**config.mk**
```make
export PLATFORM = sky130hd
export DESIGN_NAME = abpp_front_flat
export DESIGN_NICKNAME = d
export VERILOG_FILES = /design/src/design/abpp_pkg.sv /design/src/design/abpp_if.sv /design/src/design/abpp_front.sv /design/src/flat_wrapper.sv
export SDC_FILE = /design/constraint.sdc
export NUM_CORES = 1
export LEC_CHECK = 0
export BUFFER_PORTS_ARGS = -buffer_cell sky130_fd_sc_hd__buf_4
export CAP_MARGIN = 20
export CORE_AREA = 2 2 126 128
export DETAILED_ROUTE_END_ITERATION = 10
export DIE_AREA = 0 0 128 130
export SLEW_MARGIN = 25
export SYNTH_ARGS = -nofsm -noshare
export SYNTH_HDL_FRONTEND = slang
export SYNTH_SLANG_ARGS = --single-unit
```
**constraint.sdc**
```tcl
create_clock -name vclk -period 3.7
set_input_delay 0.555 -clock vclk [all_inputs]
set_output_delay 0.555 -clock vclk [all_outputs]
set_load 0.03 [all_outputs]
```
**src/design/abpp_pkg.sv**
```systemverilog
// ----------------------------------------------------------------------------
// abpp_pkg
// Shared types and constants for the alpha-blend pixel packer.
// ----------------------------------------------------------------------------
`default_nettype none

package abpp_pkg;

	// register port geometry: eight 32-bit registers at 4-byte steps
	localparam int APB_ADDR_W = 5;
	localparam int APB_DATA_W = 32;

	// channel slots in the per-channel arrays
	localparam int CH_RED   = 0;
	localparam int CH_GREEN = 1;
	localparam int CH_BLUE  = 2;
	localparam int NUM_CH   = 3;

	// default channel masks
	localparam logic [31:0] MASK15_RED   = 32'h0000_7C00;
	localparam logic [31:0] MASK15_GREEN = 32'h0000_03E0;
	localparam logic [31:0] MASK15_BLUE  = 32'h0000_001F;
	localparam logic [31:0] MASK16_RED   = 32'h0000_F800;
	localparam logic [31:0] MASK16_GREEN = 32'h0000_07E0;
	localparam logic [31:0] MASK16_BLUE  = 32'h0000_001F;
	localparam logic [31:0] MASK24_RED   = 32'h00FF_0000;
	localparam logic [31:0] MASK24_GREEN = 32'h0000_FF00;
	localparam logic [31:0] MASK24_BLUE  = 32'h0000_00FF;

	// blend and scale constants
	localparam logic [7:0]  ALPHA_FULL = 8'd255;
	localparam logic [31:0] ROUND_HALF = 32'd127;
	// 2^39 / 255 rounded up: exact divide by 255 for any 32-bit word
	localparam logic [63:0] RECIP_255  = 64'h0000_0000_8080_8081;

	// register settings; user keeps them stable while items fly, unenforced
	typedef struct packed {
		logic [7:0]                 bg_red;
		logic [7:0]                 bg_green;
		logic [7:0]                 bg_blue;
		logic [NUM_CH-1:0][4:0]     shift;
		logic [NUM_CH-1:0][31:0]    maxv;
		logic [3:0]                 bpb;
		logic                       usable;
		logic [14:0]                screen_width;
		logic [14:0]                screen_height;
		logic [20:0]                line_pitch;
	} cfg_t;

	// one classified pixel waiting for the back end
	typedef struct packed {
		logic [15:0] dest_x;
		logic [15:0] dest_y;
		logic [7:0]  src_blue;
		logic [7:0]  src_green;
		logic [7:0]  src_red;
		logic [7:0]  src_alpha;
		logic        on_screen;
	} item_t;

endpackage

`default_nettype wire

```
**src/design/abpp_if.sv**
```systemverilog
// ----------------------------------------------------------------------------
// abpp_if
// Valid/ready channels for source pixels and packed framebuffer words.
// ----------------------------------------------------------------------------
`default_nettype none

interface abpp_in_if;
	logic        valid;
	logic        ready;
	logic [15:0] dest_x;
	logic [15:0] dest_y;
	logic [7:0]  src_blue;
	logic [7:0]  src_green;
	logic [7:0]  src_red;
	logic [7:0]  src_alpha;

	modport source (
		output valid, dest_x, dest_y, src_blue, src_green, src_red, src_alpha,
		input  ready
	);
	modport sink (
		input  valid, dest_x, dest_y, src_blue, src_green, src_red, src_alpha,
		output ready
	);
endinterface


`default_nettype wire

```
**src/design/abpp_front.sv**
```systemverilog
// ----------------------------------------------------------------------------
// abpp_front
// Takes source pixels, clips them against the screen and hands them to the
// queue in front of the back end.
// ----------------------------------------------------------------------------
`default_nettype none

module abpp_front (
	input  wire logic           settled,
	input  wire abpp_pkg::cfg_t cfg,
	abpp_in_if.sink             src_pix,
	output      logic           push_valid,
	input  wire logic           push_ready,
	output      abpp_pkg::item_t push_item
);
	import abpp_pkg::*;

	logic x_ok;
	logic y_ok;

	// input stalls while the queue is full or settings are settling
	assign src_pix.ready = push_ready && settled;
	assign push_valid    = src_pix.valid && settled;

	// clip against the visible area
	assign x_ok = src_pix.dest_x < {1'b0, cfg.screen_width};
	assign y_ok = src_pix.dest_y < {1'b0, cfg.screen_height};

	always_comb begin
		push_item.dest_x    = src_pix.dest_x;
		push_item.dest_y    = src_pix.dest_y;
		push_item.src_blue  = src_pix.src_blue;
		push_item.src_green = src_pix.src_green;
		push_item.src_red   = src_pix.src_red;
		push_item.src_alpha = src_pix.src_alpha;
		push_item.on_screen = x_ok && y_ok && cfg.usable;
	end

endmodule

`default_nettype wire

```
**src/flat_wrapper.sv**
```systemverilog
// flat-port wrapper written by rule: the top's interface ports become plain ports
module abpp_front_flat import abpp_pkg::*;
  (settled, cfg, push_valid, push_ready, push_item, src_pix_valid, src_pix_dest_x, src_pix_dest_y, src_pix_src_blue, src_pix_src_green, src_pix_src_red, src_pix_src_alpha, src_pix_ready);
  abpp_in_if src_pix_i ();
  input  wire logic settled;
  input  wire abpp_pkg::cfg_t cfg;
  output      logic push_valid;
  input  wire logic push_ready;
  output      abpp_pkg::item_t push_item;
  input wire logic [$bits(src_pix_i.valid)-1:0] src_pix_valid;
  input wire logic [$bits(src_pix_i.dest_x)-1:0] src_pix_dest_x;
  input wire logic [$bits(src_pix_i.dest_y)-1:0] src_pix_dest_y;
  input wire logic [$bits(src_pix_i.src_blue)-1:0] src_pix_src_blue;
  input wire logic [$bits(src_pix_i.src_green)-1:0] src_pix_src_green;
  input wire logic [$bits(src_pix_i.src_red)-1:0] src_pix_src_red;
  input wire logic [$bits(src_pix_i.src_alpha)-1:0] src_pix_src_alpha;
  output wire logic [$bits(src_pix_i.ready)-1:0] src_pix_ready;
  assign src_pix_i.valid = src_pix_valid;
  assign src_pix_i.dest_x = src_pix_dest_x;
  assign src_pix_i.dest_y = src_pix_dest_y;
  assign src_pix_i.src_blue = src_pix_src_blue;
  assign src_pix_i.src_green = src_pix_src_green;
  assign src_pix_i.src_red = src_pix_src_red;
  assign src_pix_i.src_alpha = src_pix_src_alpha;
  assign src_pix_ready = src_pix_i.ready;
  abpp_front u_core (.settled(settled), .cfg(cfg), .src_pix(src_pix_i), .push_valid(push_valid), .push_ready(push_ready), .push_item(push_item));
endmodule
```
=== Word-level counts from Yosys, hierarchy flattened ===
Cells that the tools add are included.

* Magnitude comparators: 2
* Reductions and logical operators: 4

{| class="wikitable"
|+ Operators by type and width
! kind !! number
|-
| $lt A16 B15 Y1 || 2
|-
| $logic_and A1 B1 Y1 || 4
|}

* Bits in registers: 0
* Output and inout bits: 67
* Word-level logic and storage cells: 6

=== Logic depth before layout (Yosys ltp) ===
* Word-level depth: 3
* Depth in mapped cells: 7
* Depth with buffers taken out: 7

=== Worst setup path after synthesis ===
Ideal clock, no wire load.

* Path type: input -> output
* From: in cfg[34] (netlist bit)
* To: out push_item[0] (netlist bit)
* Arrival time: 2.290 ns
* Data required time: 3.145 ns
* Slack: 0.855 ns
* Cell stages on the path: 6
* Path buffers: 0
* Cells stage by stage: inv_1 -> ha_1 -> a21o_1 -> a221oi_1 -> nand3_1 -> nor4_1

{| class="wikitable"
|+ RTL lines
! item !! RTL line !! source
|-
| start: declaration || flat_wrapper.sv:6 || <nowiki>input wire abpp_pkg::cfg_t cfg;</nowiki>
|-
| end: declaration || flat_wrapper.sv:9 || <nowiki>output abpp_pkg::item_t push_item;</nowiki>
|}

==> summary.txt <==
Power
  – Leakage power: about 0.96 nW
  – Max VDD drop: 0.03227 mV
  – Overall Power: 0.2001 mW
  – PwrDens: roughly 110 mW/mm^2

Worst setup path
  – Crit path to: push_item[0]
  – Crit-path leading delay family: compound AO/OA/AOI/OAI gates
  – CP max-delay cell: o41ai_1
  – WP data arrival: 2160 ps
  – CP Launch Point: src_pix_dest_x[13]
  – Crit end category: output port
  – Largest fanout on the critical path: 3
  – Stages on worst setup path: 7
  – Worst path cell trace: buf_4 -> ha_1 -> and4b_1 -> nand2_1 -> o41ai_1 -> nor4_1 -> buf_4
  – CP max stage delay: 520 ps
  – Most frequent cell on the critical path: buf_4
  – Setup crit start kind: input pin
  – Worst setup path class: in -> out
  – Worst EP required: between 3000 and 4000 ps
  – Buf/Inv on CP: 2

Logic synthesis
  – Most common library cells after synthesis: buf_4 (64), inv_1 (30), ha_1 (28)
  – Top cell type's share of synthesized area: 0.3891
  – Synth Instances: roughly 170
  – Syn nets: 454
  – Part of the Yosys area used for sequential elements: 0
  – Cell types with the largest area share after synthesis: buf_4 (39%), ha_1 (28%), inv_1 (9.1%)
  – Mapped cell area: 0.001235 mm^2
  – Unique masters post-synth: 21
  – Largest area contributor in the synthesized netlist: buf_4
  – Count leader, synth: buf_4
  – Synth warn: 0
  – Avg Inst Size Synth: 7.351 um^2

STA
  – Max-Slew Margin vs Limit: 0.6744
  – Endpoints failing hold: 0
  – Ratio of final minimum period to clock period: 0.7330
  – Worst-Margin Slew: 482.1 ps
  – RSZ-0062 raised after global routing: no
  – Max-slew violation count: 0
  – Post-Route Setup TNS: 0 ps
  – Crit path time final: 2712 ps
  – Endpoints failing setup: 0
  – Max Fclk: around 370 MHz

Placed design
  – Cell Area, Placed: 0.001753 mm^2
  – PortBufs: 101
  – DP Cell Count: 397
  – GPL Wtd Cong: ~0.66
  – Hpwl dp: roughly 4000 um

Global routing
  – Global-route wire length before repair: 5727 um
  – GRT overflow: 0
  – Vias in the first global route: ~1100
  – GRT Util Overall: 0.04599
  – Initial antenna violation count: 0
  – Pin count of the biggest net entering global routing: 4

Drt
  – DR vias/cell: 2.811
  – Drt drc: 0
  – DR pass1 iterations: 2
  – Routed Antenna Nets: 0
  – Via count: 1116
  – Drt initial violations: 3
  – Post-Route WL: 4127 um
  – Wirelength per Cell: 10.40 um

Floorplanning
  – Starting Density: 0.08006
  – Ports: about 330
  – Die width: about 130 um
  – DIE AREA: 0.01664 mm^2
  – CORE AREA: 0.01542 mm^2
  – Die height: 130 um
  – Rows: 46

Cells and area
  – Final Cell Area: about 0.0018 mm^2
  – Area growth syn-to-layout: 41.95%
  – Layout cell share with drive strength beyond 1: 0.5024
  – FF/Latch Area: 0 um^2
  – Non-Filler Instances: 397
  – Nets: ~500
  – Sequential cell count: 0
  – Number of diodes: 0
  – Final core utilization: 0.1136
  – CLK BUF: 0
  – Filler cell count: 1804

Clock network
  – Hold Buf Count CTS: 0
  – Post-CTS Resized: 0
  – Post-CTS setup repair buffer count: 0

Status
  – Outcome: finished, final reports clean

Worst hold path
  – HP Class: in -> out

Run
  – # Max-Cap Violations: 0
[power breakdown]
part,total [mW],internal [mW],switching (mW)
clock network,0,0,0
registers,0,0,0
logic,0.200,0.100,0.100
[how the worst min path moves through the flow]
stage / from / endpoint / slack (ps) / cells past startpoint
finish: src_pix_src_red[1] / push_item[10] / 1110 / 0
global route: src_pix_src_red[6] / push_item[15] / 1110 / 0
CTS: src_pix_src_red[3] / push_item[12] / 1110 / 0
detailed placement: src_pix_src_red[3] / push_item[12] / 1110 / 0
global placement: src_pix_src_red[3] / push_item[12] / 1110 / 0
floorplan: src_pix_src_red[1] / push_item[10] / 1240 / 1
[cell usage in the layout, fill, tap and decap left out, types with 3 or more instances in the layout]
| cell | synthesis | layout |
|---|---|---|
| ha_1 | 28 | 28 |
| o21ai_0 | 6 | 6 |
| nand3_1 | 3 | 3 |
| nand4_1 | 4 | 4 |
| buf_4 | 64 | 101 |
| nand2_1 | 6 | 6 |
| a21oi_1 | 7 | 7 |
| inv_1 | 30 | 30 |
| a21o_1 | 3 | 3 |
| nor2_1 | 3 | 3 |
[layer usage]
metal / wire length, um / up-vias / track usage
met5: 0 / - / 0
met4: 187 / 0 / 0.01939
met3: 407 / 20 / 0.004510
met2: 1757 / 73 / 0.07990
met1: 1774 / 456 / 0.05833
li1: - / 567 / -
[final cells by class]
cell class,instances,area (um^2),share of cell area
multi-input cells,74,641.9,0.3662
inverters,30,112.6,0.06424
repair buffers,101,758.2,0.4325
well taps,192,240.2,0.1370
[metrics by stage]
step           setup slack (ps)  hold WS, ps
6_report                  988.0         1110
5_1_grt                   714.0         1110
4_1_cts                   870.7         1110
3_5_place_dp              872.6         1110
3_3_place_gp              899.9         1110
2_1_floorplan             855.4         1242
[cells by family (layout without fill, tap and decap cells)]
kind of cell | count (synthesis) | after routing | synth area share
AND/OR/NAND/NOR | 24 | 24 | 0.1104
buffers and inverters | 94 | 131 | 0.4802
AO/OA/AOI/OAI | 22 | 22 | 0.1256
adder cells (fa/ha/maj) | 28 | 28 | 0.2837
No activity file was read; power rests on OpenSTA's default activity.
