[src/design/abpp_pkg.sv]
// ----------------------------------------------------------------------------
// abpp_pkg
// Shared types and constants for the alpha-blend pixel packer.
// ----------------------------------------------------------------------------
`default_nettype none

package abpp_pkg;

	// register port geometry: eight 32-bit registers at 4-byte steps
	localparam int APB_ADDR_W = 5;
	localparam int APB_DATA_W = 32;

	// channel slots in the per-channel arrays
	localparam int CH_RED   = 0;
	localparam int CH_GREEN = 1;
	localparam int CH_BLUE  = 2;
	localparam int NUM_CH   = 3;

	// default channel masks
	localparam logic [31:0] MASK15_RED   = 32'h0000_7C00;
	localparam logic [31:0] MASK15_GREEN = 32'h0000_03E0;
	localparam logic [31:0] MASK15_BLUE  = 32'h0000_001F;
	localparam logic [31:0] MASK16_RED   = 32'h0000_F800;
	localparam logic [31:0] MASK16_GREEN = 32'h0000_07E0;
	localparam logic [31:0] MASK16_BLUE  = 32'h0000_001F;
	localparam logic [31:0] MASK24_RED   = 32'h00FF_0000;
	localparam logic [31:0] MASK24_GREEN = 32'h0000_FF00;
	localparam logic [31:0] MASK24_BLUE  = 32'h0000_00FF;

	// blend and scale constants
	localparam logic [7:0]  ALPHA_FULL = 8'd255;
	localparam logic [31:0] ROUND_HALF = 32'd127;
	// 2^39 / 255 rounded up: exact divide by 255 for any 32-bit word
	localparam logic [63:0] RECIP_255  = 64'h0000_0000_8080_8081;

	// register settings; user keeps them stable while items fly, unenforced
	typedef struct packed {
		logic [7:0]                 bg_red;
		logic [7:0]                 bg_green;
		logic [7:0]                 bg_blue;
		logic [NUM_CH-1:0][4:0]     shift;
		logic [NUM_CH-1:0][31:0]    maxv;
		logic [3:0]                 bpb;
		logic                       usable;
		logic [14:0]                screen_width;
		logic [14:0]                screen_height;
		logic [20:0]                line_pitch;
	} cfg_t;

	// one classified pixel waiting for the back end
	typedef struct packed {
		logic [15:0] dest_x;
		logic [15:0] dest_y;
		logic [7:0]  src_blue;
		logic [7:0]  src_green;
		logic [7:0]  src_red;
		logic [7:0]  src_alpha;
		logic        on_screen;
	} item_t;

endpackage

`default_nettype wire

[src/design/abpp_cfg.sv]
// ----------------------------------------------------------------------------
// abpp_cfg
// Register file on the APB port plus the per-channel shift and full-scale
// values derived from the masks. Holds the input off while those settle.
// ----------------------------------------------------------------------------
`default_nettype none

module abpp_cfg (
	input  wire logic                            clk,
	input  wire logic                            arst_n,
	input  wire logic                            psel,
	input  wire logic                            penable,
	input  wire logic                            pwrite,
	input  wire logic [abpp_pkg::APB_ADDR_W-1:0] paddr,
	input  wire logic [abpp_pkg::APB_DATA_W-1:0] pwdata,
	output      logic [abpp_pkg::APB_DATA_W-1:0] prdata,
	output      logic                            pready,
	output      abpp_pkg::cfg_t                  cfg,
	output      logic                            settled
);
	import abpp_pkg::*;

	localparam logic [2:0] REG_BG     = 3'd0;
	localparam logic [2:0] REG_RMASK  = 3'd1;
	localparam logic [2:0] REG_GMASK  = 3'd2;
	localparam logic [2:0] REG_BMASK  = 3'd3;
	localparam logic [2:0] REG_BPP    = 3'd4;
	localparam logic [2:0] REG_WIDTH  = 3'd5;
	localparam logic [2:0] REG_HEIGHT = 3'd6;
	localparam logic [2:0] REG_PITCH  = 3'd7;

	// derived values pass eff_mask_q, then shift_q and mask2_q, then maxv_q after a write
	localparam logic [1:0] SETTLE_CYCLES = 2'd3;

	logic [23:0] bg_q;
	logic [31:0] rmask_q;
	logic [31:0] gmask_q;
	logic [31:0] bmask_q;
	logic [5:0]  bpp_q;
	logic [14:0] width_q;
	logic [14:0] height_q;
	logic [20:0] pitch_q;
	logic [1:0]  settle_q;

	logic [2:0]  reg_idx;
	logic        wr_en;

	logic [NUM_CH-1:0][31:0] eff_mask;
	logic [NUM_CH-1:0][31:0] eff_mask_q;
	logic [NUM_CH-1:0][31:0] mask2_q;
	logic [NUM_CH-1:0][4:0]  low_idx;
	logic [NUM_CH-1:0][4:0]  shift_q;
	logic [NUM_CH-1:0][31:0] maxv_q;
	logic [NUM_CH-1:0][31:0] work;
	logic [NUM_CH-1:0][31:0] run;
	logic [6:0]              bpp_sum;
	logic [3:0]              bpb;

	assign pready  = 1'b1;
	assign reg_idx = paddr[4:2];
	assign wr_en   = psel && penable && pwrite;

	// register writes
	always_ff @(posedge clk or negedge arst_n) begin
		if (!arst_n) begin
			bg_q     <= '0;
			rmask_q  <= '0;
			gmask_q  <= '0;
			bmask_q  <= '0;
			bpp_q    <= 6'd32;
			width_q  <= 15'd1024;
			height_q <= 15'd768;
			pitch_q  <= 21'd4096;
		end else if (wr_en) begin
			unique case (reg_idx)
				REG_BG:     bg_q     <= pwdata[23:0];
				REG_RMASK:  rmask_q  <= pwdata;
				REG_GMASK:  gmask_q  <= pwdata;
				REG_BMASK:  bmask_q  <= pwdata;
				REG_BPP:    bpp_q    <= pwdata[5:0];
				REG_WIDTH:  width_q  <= pwdata[14:0];
				REG_HEIGHT: height_q <= pwdata[14:0];
				REG_PITCH:  pitch_q  <= pwdata[20:0];
				default:    bg_q     <= bg_q;
			endcase
		end
	end

	// read back
	always_comb begin
		unique case (reg_idx)
			REG_BG:     prdata = {8'd0, bg_q};
			REG_RMASK:  prdata = rmask_q;
			REG_GMASK:  prdata = gmask_q;
			REG_BMASK:  prdata = bmask_q;
			REG_BPP:    prdata = {26'd0, bpp_q};
			REG_WIDTH:  prdata = {17'd0, width_q};
			REG_HEIGHT: prdata = {17'd0, height_q};
			REG_PITCH:  prdata = {11'd0, pitch_q};
			default:    prdata = '0;
		endcase
	end

	// settle counter: input held off after reset and after every write
	always_ff @(posedge clk or negedge arst_n) begin
		if (!arst_n) begin
			settle_q <= SETTLE_CYCLES;
		end else if (wr_en) begin
			settle_q <= SETTLE_CYCLES;
		end else if (settle_q != 2'd0) begin
			settle_q <= settle_q - 2'd1;
		end
	end

	assign settled = (settle_q == 2'd0);

	// effective masks: any zero mask selects the depth defaults
	always_comb begin
		priority if (rmask_q != '0 && gmask_q != '0 && bmask_q != '0) begin
			eff_mask[CH_RED]   = rmask_q;
			eff_mask[CH_GREEN] = gmask_q;
			eff_mask[CH_BLUE]  = bmask_q;
		end else if (bpp_q == 6'd15) begin
			eff_mask[CH_RED]   = MASK15_RED;
			eff_mask[CH_GREEN] = MASK15_GREEN;
			eff_mask[CH_BLUE]  = MASK15_BLUE;
		end else if (bpp_q == 6'd16) begin
			eff_mask[CH_RED]   = MASK16_RED;
			eff_mask[CH_GREEN] = MASK16_GREEN;
			eff_mask[CH_BLUE]  = MASK16_BLUE;
		end else begin
			eff_mask[CH_RED]   = MASK24_RED;
			eff_mask[CH_GREEN] = MASK24_GREEN;
			eff_mask[CH_BLUE]  = MASK24_BLUE;
		end
	end

	// position of the lowest set bit of each mask
	always_comb begin
		logic [31:0] low;
		for (int c = 0; c < NUM_CH; c++) begin
			low        = eff_mask_q[c] & (~eff_mask_q[c] + 32'd1);
			low_idx[c] = '0;
			for (int i = 0; i < 32; i++) begin
				if (low[i]) begin
					low_idx[c] = low_idx[c] | 5'(i);
				end
			end
		end
	end

	// run of ones above the shift; 31 bits or more means all ones
	always_comb begin
		for (int c = 0; c < NUM_CH; c++) begin
			work[c] = mask2_q[c] >> shift_q[c];
			run[c]  = work[c] & ~(work[c] + 32'd1);
		end
	end

	// derivation stages
	always_ff @(posedge clk) begin
		eff_mask_q <= eff_mask;
		mask2_q    <= eff_mask_q;
		shift_q    <= low_idx;
		for (int c = 0; c < NUM_CH; c++) begin
			maxv_q[c] <= run[c][30] ? '1 : run[c];
		end
	end

	assign bpp_sum = {1'b0, bpp_q} + 7'd7;
	assign bpb     = bpp_sum[6:3];

	always_comb begin
		cfg.bg_red        = bg_q[23:16];
		cfg.bg_green      = bg_q[15:8];
		cfg.bg_blue       = bg_q[7:0];
		cfg.shift         = shift_q;
		cfg.maxv          = maxv_q;
		cfg.bpb           = bpb;
		cfg.usable        = (bpb >= 4'd2) && (bpb <= 4'd4);
		cfg.screen_width  = width_q;
		cfg.screen_height = height_q;
		cfg.line_pitch    = pitch_q;
	end

endmodule

`default_nettype wire

[config.mk]
export PLATFORM = sky130hd
export DESIGN_NAME = abpp_cfg
export DESIGN_NICKNAME = d
export VERILOG_FILES = /design/src/design/abpp_pkg.sv /design/src/design/abpp_cfg.sv
export SDC_FILE = /design/constraint.sdc
export NUM_CORES = 1
export LEC_CHECK = 0
export BUFFER_PORTS_ARGS = -buffer_cell sky130_fd_sc_hd__buf_2
export CORE_MARGIN = 1
export CORE_UTILIZATION = 30
export DETAILED_ROUTE_END_ITERATION = 7
export GPL_TIMING_DRIVEN = 0
export HOLD_SLACK_MARGIN = 0.15
export PLACE_DENSITY = 0.44
export SLEW_MARGIN = 10
export SYNTH_ARGS = -nofsm -noshare
export SYNTH_HDL_FRONTEND = slang
export SYNTH_SLANG_ARGS = --single-unit
[constraint.sdc]
create_clock -name clk -period 9.8 [get_ports clk]
set_input_delay 1.96 -clock clk [delete_from_list [all_inputs] [get_ports clk]]
set_output_delay 1.96 -clock clk [all_outputs]
set_load 0.05 [all_outputs]
Yosys cells after proc, flatten, opt, wreduce, memory -nomap -nowiden

Index checks and enable logic that the tools add are counted.

Bits in registers: 482
Bits in latches: 0
RAM bits: 0
Memory bits (read-only): 0
Input bits: 42
Output and inout bits: 225
Logic and storage cells: 210
Memories kept: 0

$add $sub $neg: 8
$mul: 0
Divide/modulo/power cells: 0
Magnitude comparators: 2
Equal/unequal tests: 17
Shifts and indexed selects: 3
Multiplexer cells: 103
Bitwise gates (word level): 12
Reductions and logical operators: 32

Operator list:

| cell                                                                    | count |
|---|---|
| 32-bit one-hot mux with 8 select lines                                  | 1 |
| 32-bit by 1-bit adder with 32-bit output, second input constant         | 6 |
| 32-bit bitwise AND                                                      | 6 |
| 32-bit 2-to-1 mux                                                       | 6 |
| 96-bit 2-to-1 mux                                                       | 2 |
| 32-bit NOT                                                              | 6 |
| 4-bit 2-to-1 mux                                                        | 24 |
| 32-bit nonzero test                                                     | 3 |
| 32-bit by 5-bit right shift with 32-bit output                          | 3 |
| 72-bit 2-to-1 mux                                                       | 1 |
| 5-bit 2-to-1 mux                                                        | 14 |
| 15-bit 2-to-1 mux                                                       | 4 |
| 3-bit 2-to-1 mux                                                        | 20 |
| 24-bit 2-to-1 mux                                                       | 2 |
| 16-bit OR reduction                                                     | 3 |
| 21-bit 2-to-1 mux                                                       | 2 |
| 2-bit 2-to-1 mux                                                        | 16 |
| 8-bit OR reduction                                                      | 3 |
| 2-bit by 1-bit inequality test with 1-bit output, second input constant | 8 |
| 2-bit AND reduction                                                     | 8 |
| 3-bit == test, second input constant                                    | 4 |
| 6-bit 2-to-1 mux                                                        | 2 |
| 4-bit OR reduction                                                      | 3 |
| 1-bit 2-to-1 mux                                                        | 9 |
| other kinds (13)                                                        | 21 |

Longest topological paths before layout

Depth in word-level cells: 32
Gate-level depth with buffers: 15

Worst setup path before layout

OpenSTA, ideal clock, no wires.

Path kind: input to output
From: input paddr[3] in the netlist's numbering
To: output prdata[15] in the netlist's numbering
Data arrival time: 4.642 ns
Required time: 7.840 ns
Setup slack: 3.198 ns
Stages on the path: 6
Cells stage by stage: clkbuf_1 > buf_1 > clkbuf_1 > buf_1 > mux2i_1 > o21ai_0

Word-level cells in the longest chain between the ends: 2

Ends and longest elaborated chain:

| what                                       | RTL line       | text |
|---|---|---|
| from (decl)                                | abpp_cfg.sv:14 | `input wire logic [abpp_pkg::APB_ADDR_W-1:0] paddr,` |
| 3-bit == test (tied with other cells)      | abpp_cfg.sv:91 | `unique case (reg_idx)` |
| 32-bit one-hot mux with 8 select lines (*) | abpp_cfg.sv:91 |  |
| to (decl)                                  | abpp_cfg.sv:16 | `output logic [abpp_pkg::APB_DATA_W-1:0] prdata,` |

Every way passes the cells marked *; elsewhere a longest branch is shown, timed or not.

Worst setup path in the final report

From: input paddr[3] in the netlist's numbering
To: output prdata[0] in the netlist's numbering

Same word-level chain as after synthesis.

==> metrics.yaml <==
tritoncts: "yes"
cts_made_buffers: 56
yosys.area_share.simple_pct: 14.9
multi_input_area_um2: 12900
cp.required_ns: 7.84
htree_num_levels: 2
tns_ns: 0
hp-class: "flip-flop to flip-flop"
grt_pass1_wl_um: 136000
ant_nets: 0
clock_skew_ns: 0.0378
hold_violations: 0
synth_nets: 2244
powerDensity_nw_per_um2: 286
worstSetupEndpointType: "primary output"
peakVddDrop_mv: 0.155
cts_buffer_depth: 3
period_needed_ns: 7.44
swShare_pct: 40.7
portBuffers: 261
rows: 104
io_pins: 267
initial_core_util_pct: 30.4
routed_wirelength_um: 90700
yosys-top-cells-count: "303 x dfxtp_1, 235 x mux2_2, 172 x dfrtp_1"
use_met1_pct: 28.3
finalSetupViolations: 0
gp_congestion: 0.936
route.detailed.drc: 0
rsz0062_at_grt: "false"
worst_slack_ns: 2.36
ys_top_cells_by_area: "dfxtp_1 25%, dfrtp_1 18%, mux2_2 11%"
yosysWarnings: 0
ys_ff_latch: 482
insertion_delay_ns: 0.63
antenna_found_initial: 5
grt.busiest_layer: "met2"
status: "completed"
avgRoutedWirePerCell_um: 25.0
globalRoute.totalOverflow: 0
final_cell_area_um2: 29100
cts.clk_slew.worst_paths_ns: 0.06
dr.first_iter.drc_count: 1854
maxCapViolCount: 0
pwr-share-clk_pct: 26.1
dr.pass1.iters: 6
synth_seq_area_share_pct: 43.2
fmax_mhz: 134
synth_cell_types: 108
synth_top_area_cell: "dfxtp_1"
nets: 2564
die_h_um: 287
areaGrowthSynthToFinish_pct: 19.2
ff_latch_area_um2: 10600
grt_util_met3_pct: 3.90
drv_slew: 0
grt_max_degree: 98
grt_pass1_vias: 20200
syn_inst: 2201
cts_hold_buf: 0
cts_root_buf: "clkbuf_16"
synth-compound-area-share_pct: 10.0
place_hpwl_um: 70700
p_leak_nw: 12.3
cts_resized: 0
slew_headroom_pct: 16.5
cts_setup_buffers: 0
synthMuxAreaShare_pct: 27.5
sequentialPowerShare_pct: 33.5
worst_pin_slew_ns: 1.24
path_max_fanout: 10
crit_path_start_kind: "primary input"
syn_area_per_cell_um2: 11.1
async_flop_share_pct: 37.1
dieArea_um2: 82600
yosys.area_share.adder_pct: 0.0512
vias_per_cell: 5.49
groute.usage.overall_pct: 21.6
netlist_area_um2: 24400
synth_edf_count: 0
synth_xor_area_share_pct: 0.107
grt.met2_usage_pct: 35.6
p_comb_share_pct: 40.3
criticalPathCategory: "primary input to primary output"
die_w_um: 287
coreArea_um2: 80500
arrival_ns: 5.48
fillCellCount: 8054
ys.flop_type: "dfxtp_1"
cts_sinks: 482
internal_power_w: 0.00495
synth.top_cell.area_share_pct: 24.8
synth_top_family_by_area: "multiplexers"
placement.cell_area_um2: 27100
fin_crit_sh_pct: 75.9
pre_cts_slack_ns: 2.22
num_vias: 19900
drive_above_1_share_pct: 31.8
yosysMostFrequentCell: "dfxtp_1"
p_switching_w: 0.00339
## layer usage
layer / vias to the layer above / part of all wire, %
li1: 8915 / -
met1: 9991 / 43
met4: 4 / 3.5
met3: 173 / 6.5
met5: - / 0.033
met2: 859 / 47
## area by class of cell
class	instances	share of cell area, %
diodes	4	0.0344
plain buffers	138	2.80
clock buffers	82	6.09
clock inverters	24	0.790
inverters	58	0.747
multi-input cells	1523	44.2
flip-flops and latches	482	36.2
well taps	1060	4.55
repair buffers	262	4.61
## through the flow
| stage | power, W | std cells | utilization (%) | hold slack (ns) |
|---|---|---|---|---|
| 4_1_cts | 0.00836 | 3629 | 36.2 | 0.370 |
| 5_1_grt | 0.00872 | 3629 | 36.2 | 0.381 |
| 6_report | 0.00834 | 3633 | 36.2 | 0.371 |
| 3_5_place_dp | 0.00615 | 3523 | 33.7 | 0.362 |
| 3_3_place_gp | 0.00615 | 3522 | 33.6 | 0.366 |
| 2_1_floorplan | 0.00504 | 2201 | - | 0.343 |
## kinds of logic after synthesis
group	after synthesis
AOI/OAI and AO/OA	353
xor gates and xnor gates	3
adders and majority gates	1
buffers and inverters	196
DFF	482
muxes	484
other	1
and+or+nand+nor	681
## power by group through the flow
stage | clock network (W) | logic [W] | registers, W
2_1_floorplan | 0 | 0.00213 | 0.00291
3_3_place_gp | 0 | 0.00333 | 0.00282
3_5_place_dp | 0 | 0.00332 | 0.00283
4_1_cts | 0.00224 | 0.00333 | 0.00279
5_1_grt | 0.00233 | 0.00356 | 0.00284
6_report | 0.00218 | 0.00337 | 0.00280
## registers in the layout, indices dropped and copies added, names as in the netlist, 6 cells and up
register,flops
rmask_q,32
bg_q,24
mask2_q,96
height_q,15
bmask_q,32
bpp_q,6
gmask_q,32
eff_mask_q,96
cfg,111
width_q,15
pitch_q,21
## cells in the final DEF (no fill, tap or decap), types with 14 or more instances in the layout
| master | n |
|---|---|
| a211oi_1 | 16 |
| a21o_1 | 22 |
| a21oi_1 | 49 |
| a22oi_1 | 27 |
| and2_1 | 76 |
| and3_1 | 14 |
| buf_1 | 17 |
| buf_2 | 282 |
| buf_4 | 14 |
| clkbuf_1 | 67 |
| clkbuf_16 | 61 |
| clkbuf_8 | 26 |
| dfrtp_1 | 172 |
| dfxtp_1 | 303 |
| inv_1 | 50 |
| mux2_2 | 235 |
| mux2i_1 | 126 |
| mux4_1 | 16 |
| mux4_2 | 106 |
| nand2_1 | 117 |
| nand2b_1 | 18 |
| nand3_1 | 26 |
| nand4_1 | 16 |
| nor2_1 | 163 |
| nor2b_1 | 37 |
| nor3_1 | 44 |
| nor4_1 | 60 |
| o21ai_0 | 76 |
| o22ai_1 | 30 |
| or2_2 | 15 |
| or3_1 | 20 |
## critical path, cell delays in order
cell,delay (ns)
buf_2,0.10
clkbuf_1,0.48
buf_1,0.71
clkbuf_1,0.67
buf_1,0.80
a221oi_1,0.23
a21oi_1,0.22
buf_2,0.29
## path summary, 6_finish.rpt
check / from / endpoint / slack [ns] / cells after the start
setup / recovery: paddr[3] / prdata[0] / 2.36 / 8
hold / removal: eff_mask_q[6] / mask2_q[6] / 0.37 / 0
setup reg to reg: cfg[152] / cfg[65] / 5.30 / 11
hold reg to reg: eff_mask_q[6] / mask2_q[6] / 0.37 / 0
max in group asynchronous: arst_n / pitch_q[12] / 7.50 / 2
min in group asynchronous: arst_n / height_q[0] / 1.39 / 1
(Power assumes the default switching activity.)
