File: src/design/abpp_pkg.sv
// ----------------------------------------------------------------------------
// abpp_pkg
// Shared types and constants for the alpha-blend pixel packer.
// ----------------------------------------------------------------------------
`default_nettype none

package abpp_pkg;

	// register port geometry: eight 32-bit registers at 4-byte steps
	localparam int APB_ADDR_W = 5;
	localparam int APB_DATA_W = 32;

	// channel slots in the per-channel arrays
	localparam int CH_RED   = 0;
	localparam int CH_GREEN = 1;
	localparam int CH_BLUE  = 2;
	localparam int NUM_CH   = 3;

	// default channel masks
	localparam logic [31:0] MASK15_RED   = 32'h0000_7C00;
	localparam logic [31:0] MASK15_GREEN = 32'h0000_03E0;
	localparam logic [31:0] MASK15_BLUE  = 32'h0000_001F;
	localparam logic [31:0] MASK16_RED   = 32'h0000_F800;
	localparam logic [31:0] MASK16_GREEN = 32'h0000_07E0;
	localparam logic [31:0] MASK16_BLUE  = 32'h0000_001F;
	localparam logic [31:0] MASK24_RED   = 32'h00FF_0000;
	localparam logic [31:0] MASK24_GREEN = 32'h0000_FF00;
	localparam logic [31:0] MASK24_BLUE  = 32'h0000_00FF;

	// blend and scale constants
	localparam logic [7:0]  ALPHA_FULL = 8'd255;
	localparam logic [31:0] ROUND_HALF = 32'd127;
	// 2^39 / 255 rounded up: exact divide by 255 for any 32-bit word
	localparam logic [63:0] RECIP_255  = 64'h0000_0000_8080_8081;

	// register settings; user keeps them stable while items fly, unenforced
	typedef struct packed {
		logic [7:0]                 bg_red;
		logic [7:0]                 bg_green;
		logic [7:0]                 bg_blue;
		logic [NUM_CH-1:0][4:0]     shift;
		logic [NUM_CH-1:0][31:0]    maxv;
		logic [3:0]                 bpb;
		logic                       usable;
		logic [14:0]                screen_width;
		logic [14:0]                screen_height;
		logic [20:0]                line_pitch;
	} cfg_t;

	// one classified pixel waiting for the back end
	typedef struct packed {
		logic [15:0] dest_x;
		logic [15:0] dest_y;
		logic [7:0]  src_blue;
		logic [7:0]  src_green;
		logic [7:0]  src_red;
		logic [7:0]  src_alpha;
		logic        on_screen;
	} item_t;

endpackage

`default_nettype wire

File: src/design/abpp_queue.sv
// ----------------------------------------------------------------------------
// abpp_queue
// Small flop queue between the front and the back end.
// ----------------------------------------------------------------------------
`default_nettype none

module abpp_queue #(
	parameter int DEPTH = 4
) (
	input  wire logic            clk,
	input  wire logic            arst_n,
	input  wire logic            push_valid,
	output      logic            push_ready,
	input  wire abpp_pkg::item_t push_item,
	output      logic            pop_valid,
	input  wire logic            pop_ready,
	output      abpp_pkg::item_t pop_item
);
	import abpp_pkg::*;

	localparam int PTR_W = $clog2(DEPTH);
	localparam int CNT_W = $clog2(DEPTH + 1);
	localparam logic [PTR_W-1:0] LAST = PTR_W'(DEPTH - 1);

	item_t            slot_q [DEPTH];
	logic [PTR_W-1:0] wr_ptr_q;
	logic [PTR_W-1:0] rd_ptr_q;
	logic [CNT_W-1:0] count_q;
	logic             push;
	logic             pop;

	assign push_ready = (count_q != CNT_W'(DEPTH));
	assign pop_valid  = (count_q != '0);
	assign push       = push_valid && push_ready;
	assign pop        = pop_valid && pop_ready;
	assign pop_item   = slot_q[rd_ptr_q];

	// entry storage
	always_ff @(posedge clk) begin
		if (push) begin
			slot_q[wr_ptr_q] <= push_item;
		end
	end

	// pointers and fill count
	always_ff @(posedge clk or negedge arst_n) begin
		if (!arst_n) begin
			wr_ptr_q <= '0;
			rd_ptr_q <= '0;
			count_q  <= '0;
		end else begin
			if (push) begin
				wr_ptr_q <= (wr_ptr_q == LAST) ? '0 : wr_ptr_q + PTR_W'(1);
			end
			if (pop) begin
				rd_ptr_q <= (rd_ptr_q == LAST) ? '0 : rd_ptr_q + PTR_W'(1);
			end
			if (push && !pop) begin
				count_q <= count_q + CNT_W'(1);
			end else if (pop && !push) begin
				count_q <= count_q - CNT_W'(1);
			end
		end
	end

endmodule

`default_nettype wire

File: config.mk
export PLATFORM = sky130hd
export DESIGN_NAME = abpp_queue
export DESIGN_NICKNAME = d
export VERILOG_FILES = /design/src/design/abpp_pkg.sv /design/src/design/abpp_queue.sv
export SDC_FILE = /design/constraint.sdc
export NUM_CORES = 1
export LEC_CHECK = 0
export BUFFER_PORTS_ARGS = -buffer_cell sky130_fd_sc_hd__clkbuf_2
export CORE_UTILIZATION = 57
export CTS_CLUSTER_DIAMETER = 200
export DETAILED_ROUTE_END_ITERATION = 10
export GPL_TIMING_DRIVEN = 0
export PLACE_DENSITY = 0.79
export REMOVE_ABC_BUFFERS = 1
export SYNTH_ARGS = -nofsm -noshare
export SYNTH_HDL_FRONTEND = slang
export SYNTH_SLANG_ARGS = --single-unit
File: constraint.sdc
create_clock -name clk -period 2.6 [get_ports clk]
set_input_delay 0.26 -clock clk [delete_from_list [all_inputs] [get_ports clk]]
set_output_delay 0.26 -clock clk [all_outputs]
set_load 0.005 [all_outputs]
; ---- Word-level counts from Yosys, hierarchy flattened
; Memory sizes are Yosys's and may differ from the RTL's.
; Index checks and enable logic that the tools add are counted.
; W data, S select, Z words.
[totals]
ff_bits = 7
elab_cells = 25
ram_bits = 260
n_memories = 1
[memory_table]
columns = name, depth, width, rd, rd_clocked_by_memory_dff, wr, line
row1 = slot_q, 4, 65, 1, 0, 1, abpp_queue.sv:25  ; item_t slot_q [DEPTH];
[classes]
muxes = 6
reduce_logical = 8
eq_ne = 3
n_addsub = 4
[ops]
columns = op, n
row1 = $mux W3, 2
row2 = $add A2 B1 Y2 const B, 2
row3 = $eq A2 B2 Y1 const B, 2
row4 = $logic_and A1 B1 Y1, 4
row5 = $mux W2, 2
row6 = $add A3 B1 Y3 const B, 1
row7 = $ne A3 B3 Y1 const B, 1
row8 = $reduce_bool A3 Y1, 1
row9 = $sub A3 B1 Y3 const B, 1
row10 = $logic_not A1 Y1, 2
row11 = $mux W1, 2
row12 = $reduce_bool A2 Y1, 1

; ---- Depth between registers and ports, before layout
; Gate-level depths: netlist of the first run.
[depth]
word_depth = 6
mapped_depth = 8

; ---- Worst setup path after synthesis of the first run
; OpenSTA, ideal clock, no wires.
[synth_timing]
kind = register to register
from = reg count_q[1]
to = reg count_q[2]
arrival_ns = 2.008
period_less_slack_ns = 2.087
path_stages_with_launch = 9
path_slack_ns = 0.513
required_time_ns = 2.521
path_cell_list = dfrtp_1 or3_2 nand2_1 ha_1 inv_1 fa_1 xor2_1 nor2_1 xor2_1
[synth_via]
elab_chain_len = 5
word_cells_on_any_way = 13
cone_classes = add/sub: 2 / eq/ne: 1 / mux: 2 / reduce/logical: 8
[synth_lines]
columns = item, line
row1 = start: declaration, abpp_queue.sv:28  ; logic [CNT_W-1:0] count_q;
row2 = start signal: assignment, abpp_queue.sv:59  ; count_q <= count_q + CNT_W'(1);
row3 = start signal: assignment, abpp_queue.sv:61  ; count_q <= count_q - CNT_W'(1);
row4 = $reduce_bool A3 Y1 *, abpp_queue.sv:33  ; assign pop_valid = (count_q != '0);
row5 = via pop_valid, abpp_queue.sv:15  ; output logic pop_valid,
row6 = $logic_and A1 B1 Y1 *, abpp_queue.sv:35  ; assign pop = pop_valid && pop_ready;
row7 = $logic_not A1 Y1, abpp_queue.sv:58  ; if (push && !pop) begin
row8 = $logic_and A1 B1 Y1, abpp_queue.sv:58
row9 = $mux W3 / $reduce_bool A2 Y1 (equally long branches), n/a
; The timed path passes the listed nets; every way through them passes the cells marked *. The select of a mux whose other input is x is not followed.
; A chain may end at the register's enable or synchronous reset.

==> metrics.cfg, run 1 <==
[critical_path]
ff2ff_setup_slack_ps=290
required_ps=2340
critical_path.cell_chain=buf_12 -> mux4_2 -> clkbuf_2
cpLargestDelayFamily=flip-flops
critPathKind=flip-flop to output pin
worst_r2r_path_depth=8
crit_buf_inv=2
crit_fanout=38
rr_endpoint=count_q[2]
cp_slowest_cell=dfrtp_4
r2r-start=count_q[1]
startpoint_type=flip-flop
endpoint_kind=output pin
arrival_ps=2070
slowest_delay_ps=720
crit_start=rd_ptr_q[1]

[clocking]
cts_made_buffers=25
cts_sinks=267
cts_tree=done
clock_latency_ps=520
h-tree-depth=1
clockBufferDepth=3
root_buffer=clkbuf_16
ctsResizeCount=0
clk_pin_slew_worst_paths_ps=70

[sta]
maxSlewViolCount=0
report.final.setup_viol=0
max_slew_margin=0.627
rsz0062_at_grt=no
setup_tns_ps=0
tightestPinTransition_ps=559
period_minus_slack_ps=2330
finClkSkew_ps=15.8
hold_viol_final=0
fin_crit_sh=0.897
max_freq_mhz=429

[detailed_routing]
ant_nets=0
drt_iter0_drc=302
num_vias=4655
firstDrtPassIters=5
routed_via_density=5.57
drc=0
routed_wirelength_mm=18.2
wire_per_inst_um=21.8

[logic_synthesis]
synthCells=376
yosysSeqAreaShare=0.813
synth.distinct_cells=20
yosys_warnings=0
synth_area_per_cell_um2=26.1
yosys_register_bits=267
syn_area_um2=9820

[min_path]
hp-class=input port to asynchronous set/reset pin

[floorplan]
core_um2=16700
start_util=0.588
fp.dieW_um=133
rows=47
ios=136
die_height_um=133
die-area_um2=17800

[final_layout]
antenna_cells=0
drive_gt1_frac=0.417
areaGrowthSynthToFinish_pct=25.1
layout.nets=673

[job]
drv_cap=0

[global_routing]
grt_max_degree=42
grtUsageTotal=0.213
antenna_found_initial=0
grt_pass1_vias=5063
grt-ovfl-total=0
grt_pass1_wl_mm=28.0

[power]
power_density_nw_per_um2=1070
total_power_mw=13.2
vdd_ir_drop_max_mv=0.893
p_leak_nw=4.30

[place]
gp_congestion=0.698
numPortBuffers=135
dp_hpwl_mm=9.89

[run_status]
status=finished clean

[metrics by stage]
stage | setup WS [ps] | util | area, um^2 | hold slack, ps | std cells
after floorplan | -959 | - | 9720 | -35.6 | 361
after global placement | -2150 | 0.639 | 10700 | 101 | 716
after detailed placement | 359 | 0.648 | 10800 | 107 | 722
after CTS | 51.1 | 0.735 | 12300 | 128 | 835
after global routing | 137 | 0.735 | 12300 | 125 | 836
final | 269 | 0.735 | 12300 | 117 | 836
[sequential cells by signal, summed over array words and instances, names as in the netlist]
| register | cells |
|---|---|
| count_q | 3 |
| rd_ptr_q | 2 |
| slot_q | 260 |
| wr_ptr_q | 2 |
[worst register-to-register path, stage by stage, from the launching register on]
cell     delay [ps]
dfrtp_1         430
or3_2           530
nand2_1         150
ha_1            200
inv_1            60
fa_1            390
xor2_1          180
nor2_1          130
xor2_1          170
[repair_timing]
item | CTS | global route
hold endpoints to repair | 267 | 0
endpoints found under the setup margin | 38 | 10
pin swaps | 0 | 0
setup buffers | 1 | 1
hold buffers | 66 | 0
[cell usage after synthesis]
cell type | n | area, um^2
and2_4 | 1 | 8.76
and3_2 | 4 | 30.0
buf_2 | 6 | 30.0
buf_4 | 3 | 22.5
buf_6 | 4 | 45.0
clkbuf_1 | 2 | 7.51
dfrtp_1 | 7 | 175
edfxtp_1 | 260 | 7810
fa_1 | 1 | 20.0
ha_1 | 6 | 75.1
inv_1 | 3 | 11.3
mux2_2 | 3 | 33.8
mux2_4 | 2 | 30.0
mux4_2 | 65 | 1460
nand2_1 | 1 | 3.75
nor2_1 | 3 | 11.3
or3_2 | 1 | 7.51
or3b_4 | 1 | 11.3
xnor2_1 | 1 | 8.76
xor2_1 | 2 | 17.5
[metal layers]
layer,global-route usage,share of wire
met5,0,0
met4,0.0574,0.016
met3,0.0361,0.054
met2,0.380,0.54
met1,0.271,0.39
[cell type report]
cell class                 instances  area [um^2]
clock buffer                      30          644
tap                              220          275
sequential                       267         7990
clock inverter                    16          133
inverter                           3         11.3
multi-input combinational         91         1740
timing repair buffer             209         1490
fill                             950         4420
[worst max path at each step]
stage	slack, ps	to	cells after the start
final	270	pop_item[64]	3
after global routing	140	count_q[2]	8
after CTS	50	pop_item[31]	3
after detailed placement	360	count_q[2]	8
after global placement	-2150	pop_item[32]	2
after floorplan	-960	pop_item[0]	1
[cells in the final DEF (no fill, tap or decap), types with 2 or more instances in the layout]
master	n
dfrtp_4	2
buf_12	6
mux2_4	2
xor2_1	2
clkbuf_16	25
mux4_2	65
and3_4	4
dfrtp_1	5
nor2_1	3
clkbuf_1	5
ha_1	6
clkinv_2	5
mux2_2	3
inv_1	3
dlygate4sd3_1	66
clkbuf_2	135
edfxtp_1	260
bufinv_16	2
clkinv_1	6
[where the power goes]
part           switching (mW)  internal, mW
clock                    1.47          1.97
combinational            1.78          1.93
sequential              0.350          5.70
total                    3.60          9.60
[kinds of logic after synthesis]
family,synth area share
simple gates,0.00739
fa+ha+maj,0.00968
mux,0.156
flops,0.813
buf+inv,0.0118
xor+xnor,0.00268
Note: power is estimated with default switching activity, not from simulation.
==> run 2, diff against run 1 <==
--- a/config.mk
+++ b/config.mk
@@ -6,11 +6,14 @@
 export NUM_CORES = 1
 export LEC_CHECK = 0
 export BUFFER_PORTS_ARGS = -buffer_cell sky130_fd_sc_hd__clkbuf_2
-export CORE_UTILIZATION = 57
+export CELL_PAD_IN_SITES_DETAIL_PLACEMENT = 0
+export CELL_PAD_IN_SITES_GLOBAL_PLACEMENT = 2
+export CORE_MARGIN = 2
+export CORE_UTILIZATION = 41
 export CTS_CLUSTER_DIAMETER = 200
 export DETAILED_ROUTE_END_ITERATION = 10
 export GPL_TIMING_DRIVEN = 0
-export PLACE_DENSITY = 0.79
+export PLACE_DENSITY_LB_ADDON = 0.1
 export REMOVE_ABC_BUFFERS = 1
 export SYNTH_ARGS = -nofsm -noshare
 export SYNTH_HDL_FRONTEND = slang
==> constraint.sdc (replaced) <==
create_clock -name clk -period 2 [get_ports clk]
set_input_delay 0.2 -clock clk [delete_from_list [all_inputs] [get_ports clk]]
set_output_delay 0.2 -clock clk [all_outputs]
set_load 0.005 [all_outputs]
==> metrics.cfg, run 2 (synthesis results as in run 1) <==
[run_status]
status=finished, violations left  ; was finished clean
violations=negative setup slack

[critical_path]
crit_end=pop_item[0]  ; was pop_item[64]
crit_start=rd_ptr_q[0]  ; was rd_ptr_q[1]
endpoint_kind=output pin  ; unchanged
rr_endpoint=count_q[1]  ; was count_q[2]
r2r-start=count_q[1]  ; unchanged
slowest_delay_ps=500  ; was 720 ps
ff2ff_setup_slack_ps=-10  ; was 290 ps
worst_r2r_path_depth=6  ; was 8
startpoint_type=flip-flop  ; unchanged
critical_path.cell_chain=buf_12 -> clkbuf_16 -> mux4_2 -> clkbuf_2  ; was buf_12 -> mux4_2 -> clkbuf_2
cp_slowest_cell=mux4_2  ; was dfrtp_4
critPathKind=flip-flop to output pin  ; unchanged
arrival_ps=1970  ; was 2070 ps
crit_fanout=6  ; was 38
required_ps=1800  ; was 2340 ps

[final_layout]
layout.nets=703  ; was 673
drive_gt1_frac=0.444  ; was 0.417
top_regs=slot_q (260), count_q (3)  ; unchanged
fill_cells=1846  ; was 950
largest_register_ffs=260  ; unchanged
areaGrowthSynthToFinish_pct=32.3  ; was 25.1%
most-common-layout-cells=edfxtp_1 (260), clkbuf_2 (134), dlygate4sd3_1 (66)  ; was edfxtp_1 (260), clkbuf_2 (135), dlygate4sd3_1 (66)
antenna_cells=0  ; unchanged
fin_area_um2=13000  ; was 12300 um^2
final_common_cell=edfxtp_1  ; unchanged
largest_register=slot_q  ; unchanged
fin_util=0.553  ; was 0.735
final_cell_count_no_fill=966  ; was 836

[floorplan]
core_um2=23500  ; was 16700 um^2
fp.dieW_um=159  ; was 133 um
ios=136  ; unchanged
die_height_um=159  ; was 133 um
start_util=0.418  ; was 0.588
rows=56  ; was 47
die-area_um2=25200  ; was 17800 um^2

[clocking]
clk_pin_slew_worst_paths_ps=60  ; was 70 ps
cts_tree=done  ; unchanged
cts_made_buffers=29  ; was 25
clock_latency_ps=530  ; was 520 ps
cts_sinks=267  ; unchanged
h-tree-depth=1  ; unchanged
clockBufferDepth=3  ; unchanged
root_buffer=clkbuf_16  ; unchanged

[power]
p_sw_mw=5.09  ; was 3.60 mW
p_leak_nw=4.58  ; was 4.30 nW
p_clk_frac=0.258  ; was 0.261
vdd_ir_drop_max_mv=0.771  ; was 0.893 mV
combPwrFrac=0.332  ; was 0.281
switching_share=0.271  ; was 0.273
total_power_mw=18.8  ; was 13.2 mW
internal_power_mw=13.7  ; was 9.60 mW
power_density_nw_per_um2=1440  ; was 1070 nW/um^2
p_seq_frac=0.409  ; was 0.458

[detailed_routing]
ant_nets=0  ; unchanged
drt_iter0_drc=289  ; was 302
routed_via_density=4.94  ; was 5.57
drc=0  ; unchanged
routed_wirelength_mm=20.2  ; was 18.2 mm
wire_per_inst_um=21.0  ; was 21.8 um
num_vias=4770  ; was 4655
firstDrtPassIters=4  ; was 5

[global_routing]
antenna_found_initial=0  ; unchanged
grtUsageTotal=0.159  ; was 0.213
grt_max_degree=45  ; was 42
grt_pass1_wl_mm=30.5  ; was 28.0 mm
grt-ovfl-total=0  ; unchanged
grt_pass1_vias=5252  ; was 5063

[sta]
max_slew_margin=0.701  ; was 0.627
maxSlewViolCount=0  ; unchanged
finClkSkew_ps=11.6  ; was 15.8 ps
fin_crit_sh=1.08
hold_viol_final=0  ; unchanged
fin_ws_ps=-166  ; was 269 ps
max_freq_mhz=462
tightestPinTransition_ps=449  ; was 559 ps
period_minus_slack_ps=2170
report.final.setup_viol=66  ; was 0
rsz0062_at_grt=yes  ; was no

[job]
drv_cap=0  ; unchanged

[place]
dpl-instance-area_um2=11000  ; was 10800 um^2
placed_cells=821  ; was 722
numPortBuffers=135  ; unchanged
gp_congestion=0.676  ; was 0.698
dp_hpwl_mm=10.2  ; was 9.89 mm

[min_path]
hp-class=input port to flip-flop  ; was input port to asynchronous set/reset pin

-- run 2: cell count changes in the layout (fill, tap and decap cells not counted), moves of 2 or more --
| cell | before | now |
|---|---|---|
| clkinv_1 | 6 | 9 |
| clkbuf_16 | 25 | 32 |
| buf_8 | 0 | 2 |
| buf_6 | 0 | 4 |
| clkbuf_1 | 5 | 7 |
| and3_2 | 0 | 2 |
| buf_16 | 1 | 11 |
| buf_12 | 6 | 3 |
| buf_4 | 1 | 9 |
-- run 2: layer usage --
| layer | routed length, um | vias to the layer above | global-route usage |
|---|---|---|---|
| met4 | 424 | 0 | 0.0430 |
| met5 | 0 | - | 0 |
| met3 | 981 | 32 | 0.0280 |
| li1 | - | 2134 | - |
| met1 | 8690 | 2480 | 0.209 |
| met2 | 10100 | 124 | 0.275 |
-- run 2: what timing repair did --
item	CTS	global route
hold buffers	66	0
hold endpoints to repair	267	0
resized for setup	16	6
setup endpoints to repair	67	116
gates cloned	4	5
setup buffers	17	3
pin swaps	5	4
-- run 2: area by class of cell --
type                    instances  area [um^2]  share of cell area
flip-flops and latches        267         7990               0.615
well taps                     319          399              0.0307
inverters                       3         11.3            0.000867
repair buffers                233         1940               0.150
clock buffers                  36          752              0.0579
multi-input cells              93         1780               0.137
clock inverters                15          114             0.00877
-- run 2: worst max-delay path: cells and delay by family, from the launching register on --
kind / cells / cell delay [ps]
buffers and inverters: 3 / 470
flip-flops: 1 / 460
multiplexers: 1 / 500
-- run 2: worst min path at each step --
stage          startpoint     endpoint  slack [ps]  cells after the start
6_report        pop_ready  rd_ptr_q[0]          50                      3
5_1_grt         pop_ready  rd_ptr_q[0]          50                      3
4_1_cts         pop_ready  rd_ptr_q[0]          30                      3
3_5_place_dp       arst_n  wr_ptr_q[1]          60                      1
3_3_place_gp       arst_n  wr_ptr_q[1]          50                      1
2_1_floorplan      arst_n   count_q[0]        -100                      0
-- run 2: stage by stage --
stage / setup slack [ps] / TNS, ps / hold WS, ps
3_3_place_gp: -2970 / -370220 / 49.1
3_5_place_dp: -296 / -8100 / 55.9
2_1_floorplan: -1520 / -100580 / -95.6
4_1_cts: -203 / -10380 / 29.2
6_report: -166 / -8240 / 52.5
5_1_grt: -228 / -12390 / 51.5
-- run 2: power groups by stage --
stage / Sequential (mW) / Combinational (mW) / Clock, mW
3_5_place_dp: 8.16 / 4.68 / 0
4_1_cts: 7.69 / 6.12 / 4.98
2_1_floorplan: 8.11 / 2.42 / 0
3_3_place_gp: 8.24 / 3.37 / 0
6_report: 7.68 / 6.23 / 4.84
5_1_grt: 7.77 / 6.75 / 5.20
